File: src/sv/fwcrc_pkg.sv
// ============================================================================
// fwcrc_pkg
// Shared types, constants and CRC helper for the firmware image receiver.
// ============================================================================
`default_nettype none

package fwcrc_pkg;

  localparam int CHUNK_BYTES_DEF = 8;
  localparam int DATA_W = 64;
  localparam int CNT_W  = 4;
  localparam int SIZE_W = 22;
  localparam int CRC_W  = 32;
  localparam int ERR_W  = 16;
  localparam int ANN_W  = 32;
  localparam int ADDR_W = 3;

  localparam logic [CRC_W-1:0]  CRC_POLY     = 32'hEDB8_8320;
  localparam logic [CRC_W-1:0]  CRC_INV      = 32'hFFFF_FFFF;
  localparam logic [SIZE_W-1:0] MIN_SIZE_RST = 22'd1024;
  localparam logic [SIZE_W-1:0] MAX_SIZE_RST = 22'd2097152;

  localparam logic REG_MIN_SIZE = 1'b0;
  localparam logic REG_MAX_SIZE = 1'b1;

  typedef enum logic [1:0] {
    ACT_START    = 2'd0,
    ACT_CHUNK    = 2'd1,
    ACT_FINALIZE = 2'd2,
    ACT_CANCEL   = 2'd3
  } action_t;

  typedef enum logic [2:0] {
    ST_IDLE     = 3'd0,
    ST_BUSY     = 3'd1,
    ST_SUCCESS  = 3'd2,
    ST_ERROR    = 3'd3,
    ST_SIZE_ERR = 3'd4,
    ST_PART_ERR = 3'd5
  } status_t;

  typedef struct packed {
    logic              accepted;
    status_t           status;
    logic [SIZE_W-1:0] received;
    logic [SIZE_W-1:0] expected;
    logic [CRC_W-1:0]  crc;
    logic [ERR_W-1:0]  err;
  } rsp_t;

  // Advances a raw CRC state over a number of zero bytes. Used only with
  // constant arguments to build the XOR matrices of the lanes and merge.
  function automatic logic [CRC_W-1:0] crc_advance(input logic [CRC_W-1:0] c,
                                                   input int nbytes);
    logic [CRC_W-1:0] x;
    x = c;
    for (int i = 0; i < 8 * nbytes; i++) begin
      x = x[0] ? ((x >> 1) ^ CRC_POLY) : (x >> 1);
    end
    return x;
  endfunction

endpackage

`default_nettype wire

File: src/sv/fwcrc_req_if.sv
// ============================================================================
// fwcrc_req_if
// Request channel of the firmware image receiver.
// ============================================================================
`default_nettype none

interface fwcrc_req_if;
  logic        valid;
  logic        ready;
  logic [1:0]  action;
  logic [31:0] announced_size;
  logic [63:0] chunk_bytes;
  logic [3:0]  chunk_count;
  logic        partition_ok;
  logic        flash_ok;
  logic [15:0] flash_error_code;

  modport source (
    output valid, action, announced_size, chunk_bytes, chunk_count,
           partition_ok, flash_ok, flash_error_code,
    input  ready
  );

  modport sink (
    input  valid, action, announced_size, chunk_bytes, chunk_count,
           partition_ok, flash_ok, flash_error_code,
    output ready
  );
endinterface

`default_nettype wire

File: src/sv/fwcrc_rsp_if.sv
// ============================================================================
// fwcrc_rsp_if
// Response channel of the firmware image receiver.
// ============================================================================
`default_nettype none

interface fwcrc_rsp_if;
  logic        valid;
  logic        ready;
  logic        accepted;
  logic [2:0]  session_status;
  logic [21:0] received_count;
  logic [21:0] expected_size;
  logic [31:0] running_crc;
  logic [15:0] recorded_error;

  modport source (
    output valid, accepted, session_status, received_count, expected_size,
           running_crc, recorded_error,
    input  ready
  );

  modport sink (
    input  valid, accepted, session_status, received_count, expected_size,
           running_crc, recorded_error,
    output ready
  );
endinterface

`default_nettype wire

File: src/sv/fwcrc_lane.sv
// ============================================================================
// fwcrc_lane
// One CRC lane: the contribution of one chunk byte, counted from the end.
// ============================================================================
`default_nettype none

module fwcrc_lane #(
  parameter int LANE = 0
) (
  input  wire logic [fwcrc_pkg::DATA_W-1:0] data,
  input  wire logic [fwcrc_pkg::CNT_W-1:0]  count,
  output logic      [fwcrc_pkg::CRC_W-1:0]  term
);
  import fwcrc_pkg::*;

  logic [CRC_W-1:0] cols [8];
  logic [CNT_W-1:0] pos;
  logic             active;
  logic [7:0]       byte_val;

  // Lane j takes the byte that is j places before the last one, so the
  // number of byte steps it still sees is fixed at j + 1.
  for (genvar k = 0; k < 8; k++) begin : g_col
    localparam logic [CRC_W-1:0] COL = crc_advance(CRC_W'(1) << k, LANE + 1);
    assign cols[k] = COL;
  end

  assign active   = count > CNT_W'(LANE);
  assign pos      = count - CNT_W'(LANE) - CNT_W'(1);
  assign byte_val = active ? data[{pos[2:0], 3'b000} +: 8] : 8'h00;

  always_comb begin
    term = '0;
    for (int k = 0; k < 8; k++) begin
      if (byte_val[k]) begin
        term = term ^ cols[k];
      end
    end
  end

endmodule

`default_nettype wire

File: src/sv/fwcrc_merge.sv
// ============================================================================
// fwcrc_merge
// Combines the lane terms with the advanced CRC state into the new CRC.
// ============================================================================
`default_nettype none

module fwcrc_merge #(
  parameter int LANES = fwcrc_pkg::CHUNK_BYTES_DEF
) (
  input  wire logic [fwcrc_pkg::CRC_W-1:0] crc_in,
  input  wire logic [fwcrc_pkg::CNT_W-1:0] count,
  input  wire logic [fwcrc_pkg::CRC_W-1:0] terms [LANES],
  output logic      [fwcrc_pkg::CRC_W-1:0] crc_out
);
  import fwcrc_pkg::*;

  logic [CRC_W-1:0] cols [LANES][CRC_W];
  logic [CRC_W-1:0] adv  [LANES];
  logic [CRC_W-1:0] raw;
  logic [CRC_W-1:0] state_term;
  logic [CRC_W-1:0] acc;

  for (genvar n = 0; n < LANES; n++) begin : g_len
    for (genvar k = 0; k < CRC_W; k++) begin : g_col
      localparam logic [CRC_W-1:0] COL = crc_advance(CRC_W'(1) << k, n + 1);
      assign cols[n][k] = COL;
    end
  end

  assign raw = crc_in ^ CRC_INV;

  always_comb begin
    for (int n = 0; n < LANES; n++) begin
      adv[n] = '0;
      for (int k = 0; k < CRC_W; k++) begin
        if (raw[k]) begin
          adv[n] = adv[n] ^ cols[n][k];
        end
      end
    end
  end

  always_comb begin
    state_term = raw;
    for (int n = 0; n < LANES; n++) begin
      if (count == CNT_W'(n + 1)) begin
        state_term = adv[n];
      end
    end
    acc = state_term;
    for (int j = 0; j < LANES; j++) begin
      acc = acc ^ terms[j];
    end
    crc_out = acc ^ CRC_INV;
  end

endmodule

`default_nettype wire

File: src/sv/firmware_image_receiver_crc32.sv
// ============================================================================
// firmware_image_receiver_crc32
// Firmware image receive session with a running reflected CRC-32.
// ============================================================================
// Responses are registered, into the skid entry while the output is held.
// Throughput: one request per cycle while the skid entry is empty; session
// state and CRC close their loop through the byte lanes and the merge stage.
// A two-entry output buffer lets a request enter while a response waits.
// Reset (synchronous): idle status, cleared counters, CRC and error code,
// size bounds back to 1024 and 2097152 bytes.
`default_nettype none

module firmware_image_receiver_crc32 #(
  parameter int CHUNK_BYTES = fwcrc_pkg::CHUNK_BYTES_DEF
) (
  input  wire logic                           clk,
  input  wire logic                           rst,
  fwcrc_req_if.sink                           req,
  fwcrc_rsp_if.source                         rsp,
  input  wire logic                           psel,
  input  wire logic                           penable,
  input  wire logic                           pwrite,
  input  wire logic [fwcrc_pkg::ADDR_W-1:0]   paddr,
  input  wire logic [31:0]                    pwdata,
  output logic      [31:0]                    prdata,
  output logic                                pready
);
  import fwcrc_pkg::*;

  status_t           status, status_next;
  logic [SIZE_W-1:0] expected_bytes, expected_next;
  logic [SIZE_W-1:0] received_bytes, received_next;
  logic [CRC_W-1:0]  crc_reg, crc_next;
  logic [ERR_W-1:0]  error_code_reg, error_code_next;
  logic [SIZE_W-1:0] min_size, max_size;
  logic              ok;

  logic              in_fire, out_fire, cfg_wr;
  action_t           act;
  logic [CNT_W-1:0]  cnt_cap;
  logic [SIZE_W:0]   sum;
  logic [CRC_W-1:0]  lane_terms [CHUNK_BYTES];
  logic [CRC_W-1:0]  crc_merged;
  rsp_t              rsp_next, out_data, skid_data;
  logic              out_valid, skid_valid;

  assign pready = 1'b1;
  assign cfg_wr = psel && penable && pwrite && pready;
  assign prdata = (paddr[2] == REG_MAX_SIZE) ? 32'(max_size) : 32'(min_size);

  always_ff @(posedge clk) begin
    if (rst) begin
      min_size <= MIN_SIZE_RST;
      max_size <= MAX_SIZE_RST;
    end else if (cfg_wr) begin
      if (paddr[2] == REG_MIN_SIZE) begin
        min_size <= pwdata[SIZE_W-1:0];
      end else begin
        max_size <= pwdata[SIZE_W-1:0];
      end
    end
  end

  assign req.ready = !skid_valid;
  assign in_fire   = req.valid && req.ready;
  assign out_fire  = out_valid && rsp.ready;
  assign act       = action_t'(req.action);
  assign cnt_cap   = (req.chunk_count > CNT_W'(CHUNK_BYTES)) ? CNT_W'(CHUNK_BYTES)
                                                             : req.chunk_count;
  assign sum       = {1'b0, received_bytes} + (SIZE_W + 1)'(cnt_cap);

  for (genvar j = 0; j < CHUNK_BYTES; j++) begin : g_lane
    fwcrc_lane #(.LANE(j)) u_lane (
      .data  (req.chunk_bytes),
      .count (cnt_cap),
      .term  (lane_terms[j])
    );
  end

  fwcrc_merge #(.LANES(CHUNK_BYTES)) u_merge (
    .crc_in  (crc_reg),
    .count   (cnt_cap),
    .terms   (lane_terms),
    .crc_out (crc_merged)
  );

  always_ff @(posedge clk) begin
    if (rst) begin
      status         <= ST_IDLE;
      expected_bytes <= '0;
      received_bytes <= '0;
      crc_reg        <= '0;
      error_code_reg <= '0;
    end else begin
      status         <= status_next;
      expected_bytes <= expected_next;
      received_bytes <= received_next;
      crc_reg        <= crc_next;
      error_code_reg <= error_code_next;
    end
  end

  always_comb begin
    status_next     = status;
    expected_next   = expected_bytes;
    received_next   = received_bytes;
    crc_next        = crc_reg;
    error_code_next = error_code_reg;
    ok              = 1'b0;
    if (in_fire) begin
      unique case (act)
        ACT_START: begin
          priority if (req.announced_size < ANN_W'(min_size) ||
                       req.announced_size > ANN_W'(max_size)) begin
            status_next = ST_SIZE_ERR;
          end else if (!req.partition_ok) begin
            status_next = ST_PART_ERR;
          end else if (!req.flash_ok) begin
            status_next     = ST_ERROR;
            error_code_next = req.flash_error_code;
          end else begin
            expected_next = req.announced_size[SIZE_W-1:0];
            received_next = '0;
            crc_next      = '0;
            status_next   = ST_BUSY;
            ok            = 1'b1;
          end
        end
        ACT_CHUNK: begin
          if (status == ST_BUSY && cnt_cap != '0) begin
            priority if (sum > {1'b0, expected_bytes}) begin
              status_next = ST_SIZE_ERR;
            end else if (!req.flash_ok) begin
              status_next     = ST_ERROR;
              error_code_next = req.flash_error_code;
            end else begin
              received_next = sum[SIZE_W-1:0];
              crc_next      = crc_merged;
              ok            = 1'b1;
            end
          end
        end
        ACT_FINALIZE: begin
          if (status == ST_BUSY) begin
            priority if (received_bytes != expected_bytes) begin
              status_next = ST_SIZE_ERR;
            end else if (!req.flash_ok) begin
              status_next     = ST_ERROR;
              error_code_next = req.flash_error_code;
            end else if (!req.partition_ok) begin
              status_next     = ST_PART_ERR;
              error_code_next = req.flash_error_code;
            end else begin
              status_next = ST_SUCCESS;
              ok          = 1'b1;
            end
          end
        end
        ACT_CANCEL: begin
          status_next   = ST_IDLE;
          received_next = '0;
          ok            = 1'b1;
        end
        default: begin
          status_next = status;
        end
      endcase
    end
  end

  assign rsp_next = '{accepted: ok, status: status_next, received: received_next,
                      expected: expected_next, crc: crc_next, err: error_code_next};

  always_ff @(posedge clk) begin
    if (rst) begin
      out_valid  <= 1'b0;
      skid_valid <= 1'b0;
    end else if (!out_valid || out_fire) begin
      if (skid_valid) begin
        out_valid  <= 1'b1;
        skid_valid <= 1'b0;
      end else begin
        out_valid <= in_fire;
      end
    end else if (in_fire) begin
      skid_valid <= 1'b1;
    end
  end

  always_ff @(posedge clk) begin
    if (!out_valid || out_fire) begin
      if (skid_valid) begin
        out_data <= skid_data;
      end else if (in_fire) begin
        out_data <= rsp_next;
      end
    end else if (in_fire) begin
      skid_data <= rsp_next;
    end
  end

  assign rsp.valid          = out_valid;
  assign rsp.accepted       = out_data.accepted;
  assign rsp.session_status = out_data.status;
  assign rsp.received_count = out_data.received;
  assign rsp.expected_size  = out_data.expected;
  assign rsp.running_crc    = out_data.crc;
  assign rsp.recorded_error = out_data.err;

  a_skid_behind_out: assert property (@(posedge clk) disable iff (rst)
    skid_valid |-> out_valid)
    else $error("Skid entry is held while the output register is empty.");

  a_resp_follows: assert property (@(posedge clk) disable iff (rst)
    (in_fire && !out_valid) |=> out_valid)
    else $error("An accepted request did not produce a response.");

  a_count_bound: assert property (@(posedge clk) disable iff (rst)
    received_bytes <= expected_bytes)
    else $error("Received byte count exceeds the expected size.");

  a_crc_hold: assert property (@(posedge clk) disable iff (rst)
    !in_fire |=> $stable(crc_reg))
    else $error("CRC changed without an accepted request.");

endmodule

`default_nettype wire

File: src/flat_wrapper.sv
// flat-port wrapper written by rule: the top's interface ports become plain ports
module firmware_image_receiver_crc32_flat import fwcrc_pkg::*;
#(
  parameter int CHUNK_BYTES = fwcrc_pkg::CHUNK_BYTES_DEF
)
  (clk, rst, psel, penable, pwrite, paddr, pwdata, prdata, pready, req_valid, req_action, req_announced_size, req_chunk_bytes, req_chunk_count, req_partition_ok, req_flash_ok, req_flash_error_code, req_ready, rsp_valid, rsp_accepted, rsp_session_status, rsp_received_count, rsp_expected_size, rsp_running_crc, rsp_recorded_error, rsp_ready);
  fwcrc_req_if req_i ();
  fwcrc_rsp_if rsp_i ();
  input  wire logic clk;
  input  wire logic rst;
  input  wire logic psel;
  input  wire logic penable;
  input  wire logic pwrite;
  input  wire logic [fwcrc_pkg::ADDR_W-1:0] paddr;
  input  wire logic [31:0] pwdata;
  output logic      [31:0] prdata;
  output logic pready;
  input wire logic [$bits(req_i.valid)-1:0] req_valid;
  input wire logic [$bits(req_i.action)-1:0] req_action;
  input wire logic [$bits(req_i.announced_size)-1:0] req_announced_size;
  input wire logic [$bits(req_i.chunk_bytes)-1:0] req_chunk_bytes;
  input wire logic [$bits(req_i.chunk_count)-1:0] req_chunk_count;
  input wire logic [$bits(req_i.partition_ok)-1:0] req_partition_ok;
  input wire logic [$bits(req_i.flash_ok)-1:0] req_flash_ok;
  input wire logic [$bits(req_i.flash_error_code)-1:0] req_flash_error_code;
  output wire logic [$bits(req_i.ready)-1:0] req_ready;
  output wire logic [$bits(rsp_i.valid)-1:0] rsp_valid;
  output wire logic [$bits(rsp_i.accepted)-1:0] rsp_accepted;
  output wire logic [$bits(rsp_i.session_status)-1:0] rsp_session_status;
  output wire logic [$bits(rsp_i.received_count)-1:0] rsp_received_count;
  output wire logic [$bits(rsp_i.expected_size)-1:0] rsp_expected_size;
  output wire logic [$bits(rsp_i.running_crc)-1:0] rsp_running_crc;
  output wire logic [$bits(rsp_i.recorded_error)-1:0] rsp_recorded_error;
  input wire logic [$bits(rsp_i.ready)-1:0] rsp_ready;
  assign req_i.valid = req_valid;
  assign req_i.action = req_action;
  assign req_i.announced_size = req_announced_size;
  assign req_i.chunk_bytes = req_chunk_bytes;
  assign req_i.chunk_count = req_chunk_count;
  assign req_i.partition_ok = req_partition_ok;
  assign req_i.flash_ok = req_flash_ok;
  assign req_i.flash_error_code = req_flash_error_code;
  assign req_ready = req_i.ready;
  assign rsp_valid = rsp_i.valid;
  assign rsp_accepted = rsp_i.accepted;
  assign rsp_session_status = rsp_i.session_status;
  assign rsp_received_count = rsp_i.received_count;
  assign rsp_expected_size = rsp_i.expected_size;
  assign rsp_running_crc = rsp_i.running_crc;
  assign rsp_recorded_error = rsp_i.recorded_error;
  assign rsp_i.ready = rsp_ready;
  firmware_image_receiver_crc32 #(.CHUNK_BYTES(CHUNK_BYTES)) u_core (.clk(clk), .rst(rst), .req(req_i), .rsp(rsp_i), .psel(psel), .penable(penable), .pwrite(pwrite), .paddr(paddr), .pwdata(pwdata), .prdata(prdata), .pready(pready));
endmodule
File: config.mk
export PLATFORM = sky130hd
export DESIGN_NAME = firmware_image_receiver_crc32_flat
export DESIGN_NICKNAME = d
export VERILOG_FILES = /design/src/sv/fwcrc_pkg.sv /design/src/sv/fwcrc_req_if.sv /design/src/sv/fwcrc_rsp_if.sv /design/src/sv/fwcrc_lane.sv /design/src/sv/fwcrc_merge.sv /design/src/sv/firmware_image_receiver_crc32.sv /design/src/flat_wrapper.sv
export SDC_FILE = /design/constraint.sdc
export NUM_CORES = 2
export LEC_CHECK = 0
export ABC_CLOCK_PERIOD_IN_PS = 7400
export BUFFER_PORTS_ARGS = -buffer_cell sky130_fd_sc_hd__buf_2
export CAP_MARGIN = 20
export CORE_ASPECT_RATIO = 0.8
export CORE_MARGIN = 5
export CORE_UTILIZATION = 47
export DETAILED_ROUTE_END_ITERATION = 6
export REMOVE_ABC_BUFFERS = 1
export SLEW_MARGIN = 20
export SYNTH_ARGS = -nofsm -noshare
export SYNTH_HDL_FRONTEND = slang
export SYNTH_SLANG_ARGS = --single-unit
File: constraint.sdc
create_clock -name clk -period 7.4 [get_ports clk]
set_input_delay 0.74 -clock clk [delete_from_list [all_inputs] [get_ports clk]]
set_output_delay 0.74 -clock clk [all_outputs]
set_load 0.02 [all_outputs]
==> summary by stage <==
Final layout
The final layout contains 4511 nets. The post-route core utilization is 52.95%. The relative area change from synthesis to final layout is 11.49%. The post-route standard cell area excluding fillers is 42760 µm². The fraction of final layout cells with drive strength greater than 1 is 18.16%. The filler cells instantiated in the layout total 7719. The register with the most flip-flops in the layout has 96 of them.

Power
The power per cell area is 223.2 nW/µm². IR analysis of the VDD net gives a maximum drop of 322.8 µV. The leakage power is 16.43 nW.

STA
Headroom to the max-slew limit came out at 13.93%. The final hold violation count is 0. On the final layout, the worst clock skew is 17.73 ps.

The peak clock frequency supported by timing is 158.2 MHz. The clock period minus final worst setup slack is 6321 ps. At the pin with the least slew margin, the transition time is 1287 ps.

The final hold slack is 376.2 ps. The number of pins with negative max-slew slack in the final report is 0. The number of setup violations in the final report is 0. Setup repair after global routing left no endpoint under its margin. The final critical path takes up 85.42% of the cycle.

Global routing
The number of global-route vias before repair is 31060. The total overflow left after global routing is 0. The global router's overall resource usage is 40.82%. The number of antenna violations at the first check in global routing is 3.

The pin count of the biggest net entering global routing is 78. The first global-routing pass estimated 251800 µm of wire.

Setup path
Walking the worst path, the cells encountered are buf_2, nand2b_4, buf_4, ha_2, inv_1, buf_4, mux4_2, a22oi_4, xor2_2, xor2_1, xnor2_1, xnor2_2, xnor2_1, xnor3_1, xnor2_1, o221ai_1. The worst setup path is captured at a register. The type of the worst setup path is in -> reg. The highest net fanout along the worst path is 50. The required time at the endpoint of the critical path is 7670 ps. The worst register-to-register path begins at u_core.received_bytes[0]. Among cell families on the critical path, the largest total delay comes from XOR/XNOR gates. The worst setup path startpoint is req_chunk_count[3]. Counting both buffers and inverters, the worst setup path holds a total of 4. The length in cells of the worst reg-to-reg path is 19.

By instance count, the cell type seen most on the critical path is sky130_fd_sc_hd__xnor2_1. The delay of the slowest cell on the worst path is 650 ps. For the worst setup path, the data arrival time is 6590 ps. The worst setup path is launched from a primary input.

The depth of the critical timing path with buffers and inverters included is 16. The critical-path cell with the highest stage delay is sky130_fd_sc_hd__buf_4.

Clock network
The master cell of the clock root buffer is sky130_fd_sc_hd__clkbuf_16. The setup fix buffers added after clock tree synthesis is 0. The hold-fix buffer count after cts is 0. The number of clock buffers added by TritonCTS is 28. The number of gates resized after cts is 0.

The clock passes through at most 3 buffers. After clock tree synthesis, the clock-pin slew on the worst setup and hold paths is 80 ps. TritonCTS built the clock tree. The depth of the CTS H-tree is 1. For the worst-skew pair, the clock arrives at the later sink with an insertion delay of 580 ps. CTS saw 333 sinks.

Outcome
The run finished with clean final reports.

Logic synthesis
The largest area contributor in the netlist is sky130_fd_sc_hd__xnor2_1. The post-synthesis instance area is 38350 µm². After synthesis, the mean cell area works out to 9.514 µm². By area the synthesized netlist is led by sky130_fd_sc_hd__xnor2_1 (27%), sky130_fd_sc_hd__edfxtp_1 (15%), sky130_fd_sc_hd__xor2_1 (8.6%). For this run, the number of Yosys warnings is 0. The number of distinct library cells after synthesis is 92. The library cell with the highest instance count after synthesis is sky130_fd_sc_hd__xnor2_1.

For this run, the register share of the synthesized area comes to 22.39%. The fraction of registers with async set/reset is 0%. The commonest cells after synthesis are sky130_fd_sc_hd__xnor2_1 (1178), sky130_fd_sc_hd__xor2_1 (375), sky130_fd_sc_hd__nand2_1 (346), sky130_fd_sc_hd__edfxtp_1 (192), sky130_fd_sc_hd__clkbuf_1 (157). After synthesis, the largest area contributor takes up 26.90% of total cell area. The flip-flop and latch count after synthesis is 333. In this run, synthesis inferred 192 flip-flops with an integrated enable.

The flip-flop cell with the highest count after synthesis is sky130_fd_sc_hd__edfxtp_1. The gate count after technology mapping is 4031.

Drt
Before antenna repair, the detailed router went through 7 iterations. Using the TritonRoute via totals, the vias-per-cell ratio works out to 6.179. After the first detailed-routing iteration, the DRC count stood at 5096. Wires add up to 185900 µm. The final route contains 33300 vias.

The number of design rule violations left after detail routing is 0. The remaining antenna violation count after routing is 0. In the final routed layout, each cell accounts on average for 34.51 µm.

Placed design
At the end of routability-driven placement, the weighted congestion stood at 1.095. The count of buffers inserted at the top-level ports is 269. The instance area at placement is 41840 µm².

The half-perimeter wire length after placement is 143300 µm.

Floorplanning
The boundary pin count is 293. Measured along the y axis, the die boundary spans 265.5 µm. Once the floorplan was initialized, standard cells occupied 47.49% of the core. The initialized floorplan defines 93 standard-cell rows. The floorplan step defined a die boundary enclosing 87450 µm².

The floorplan core area is 80760 µm². The die is 329.4 µm wide.

Min path
The worst hold path begins at pwdata[10]. In this run the worst hold path is classified as in -> reg. The hold-critical path depth is 2.

Job
Max-cap violations in this run came to 0.
cell type report:
class | count | area (µm²) | area share (%)
antenna | 1 | 2.502 | 0.005853
inverter | 107 | 407.9 | 0.9540
clock buffer | 39 | 773.2 | 1.808
multi-input combinational | 3333 | 28620 | 66.94
timing repair buffer | 470 | 2878 | 6.730
clock inverter | 13 | 113.9 | 0.2663
sequential | 333 | 8593 | 20.10
tap | 1092 | 1366 | 3.196
metrics by stage:
stage	instances	power [mW]	setup WS [ps]	TNS [ps]
finish	5388	9.545	1079	0
global route	5388	9.795	745.5	0
CTS	5385	9.305	1195	0
detailed placement	5333	7.803	609.0	0
global placement	5333	7.805	617.7	0
floorplan	3773	5.637	-1641	-187200
power breakdown:
part           leakage [nW]  switching [mW]  internal [mW]  total [mW]
sequential             2.89          0.0193           2.00        2.02
clock                 0.424           0.732          0.750        1.48
combinational          13.1            3.66           2.37        6.04
total                  16.4            4.42           5.13        9.54
layout by cell type, fill, tap and decap left out, types with 73 or more instances in the layout:
master                     netlist  layout
sky130_fd_sc_hd__xnor3_1       111     111
sky130_fd_sc_hd__nor2_1        112     109
sky130_fd_sc_hd__xnor2_1      1178    1148
sky130_fd_sc_hd__a21oi_1       132     131
sky130_fd_sc_hd__buf_2          30     268
sky130_fd_sc_hd__nand2_1       346     346
sky130_fd_sc_hd__o21ai_0       139     138
sky130_fd_sc_hd__ha_1           75      74
sky130_fd_sc_hd__mux2_2        102     102
sky130_fd_sc_hd__nor2b_1        74      73
sky130_fd_sc_hd__dfxtp_1       141     137
sky130_fd_sc_hd__edfxtp_1      192     192
sky130_fd_sc_hd__inv_1         103     103
sky130_fd_sc_hd__buf_4          20     200
sky130_fd_sc_hd__xor2_1        375     370
logic make-up after synthesis:
kind of cell,count (synthesis),synth area share (%)
compound gates,634,11.10
xor+xnor,1692,43.44
fa+ha+maj,76,2.499
buf+inv,374,4.085
flops,333,22.39
mux,232,8.257
other cells,2,0.01958
simple gates,688,8.209
per-layer routing:
layer / GRT usage [%] / vias to the layer above / part of all wire [%]
met5: 0 / - / 0.0070
met4: 17.66 / 2 / 5.9
met3: 14.08 / 490 / 13
met2: 57.80 / 2298 / 40
met1: 56.47 / 16300 / 41
li1: - / 14210 / -
final timing paths:
| kind | slack [ps] | end |
|---|---|---|
| setup / recovery | 1080 | u_core.rsp.running_crc[26] |
| hold / removal | 380 | u_core.min_size[10] |
| setup reg to reg | 1520 | u_core.rsp.received_count[15] |
| hold reg to reg | 460 | u_core.min_size[19] |
Note: power is estimated with default switching activity, not from simulation.
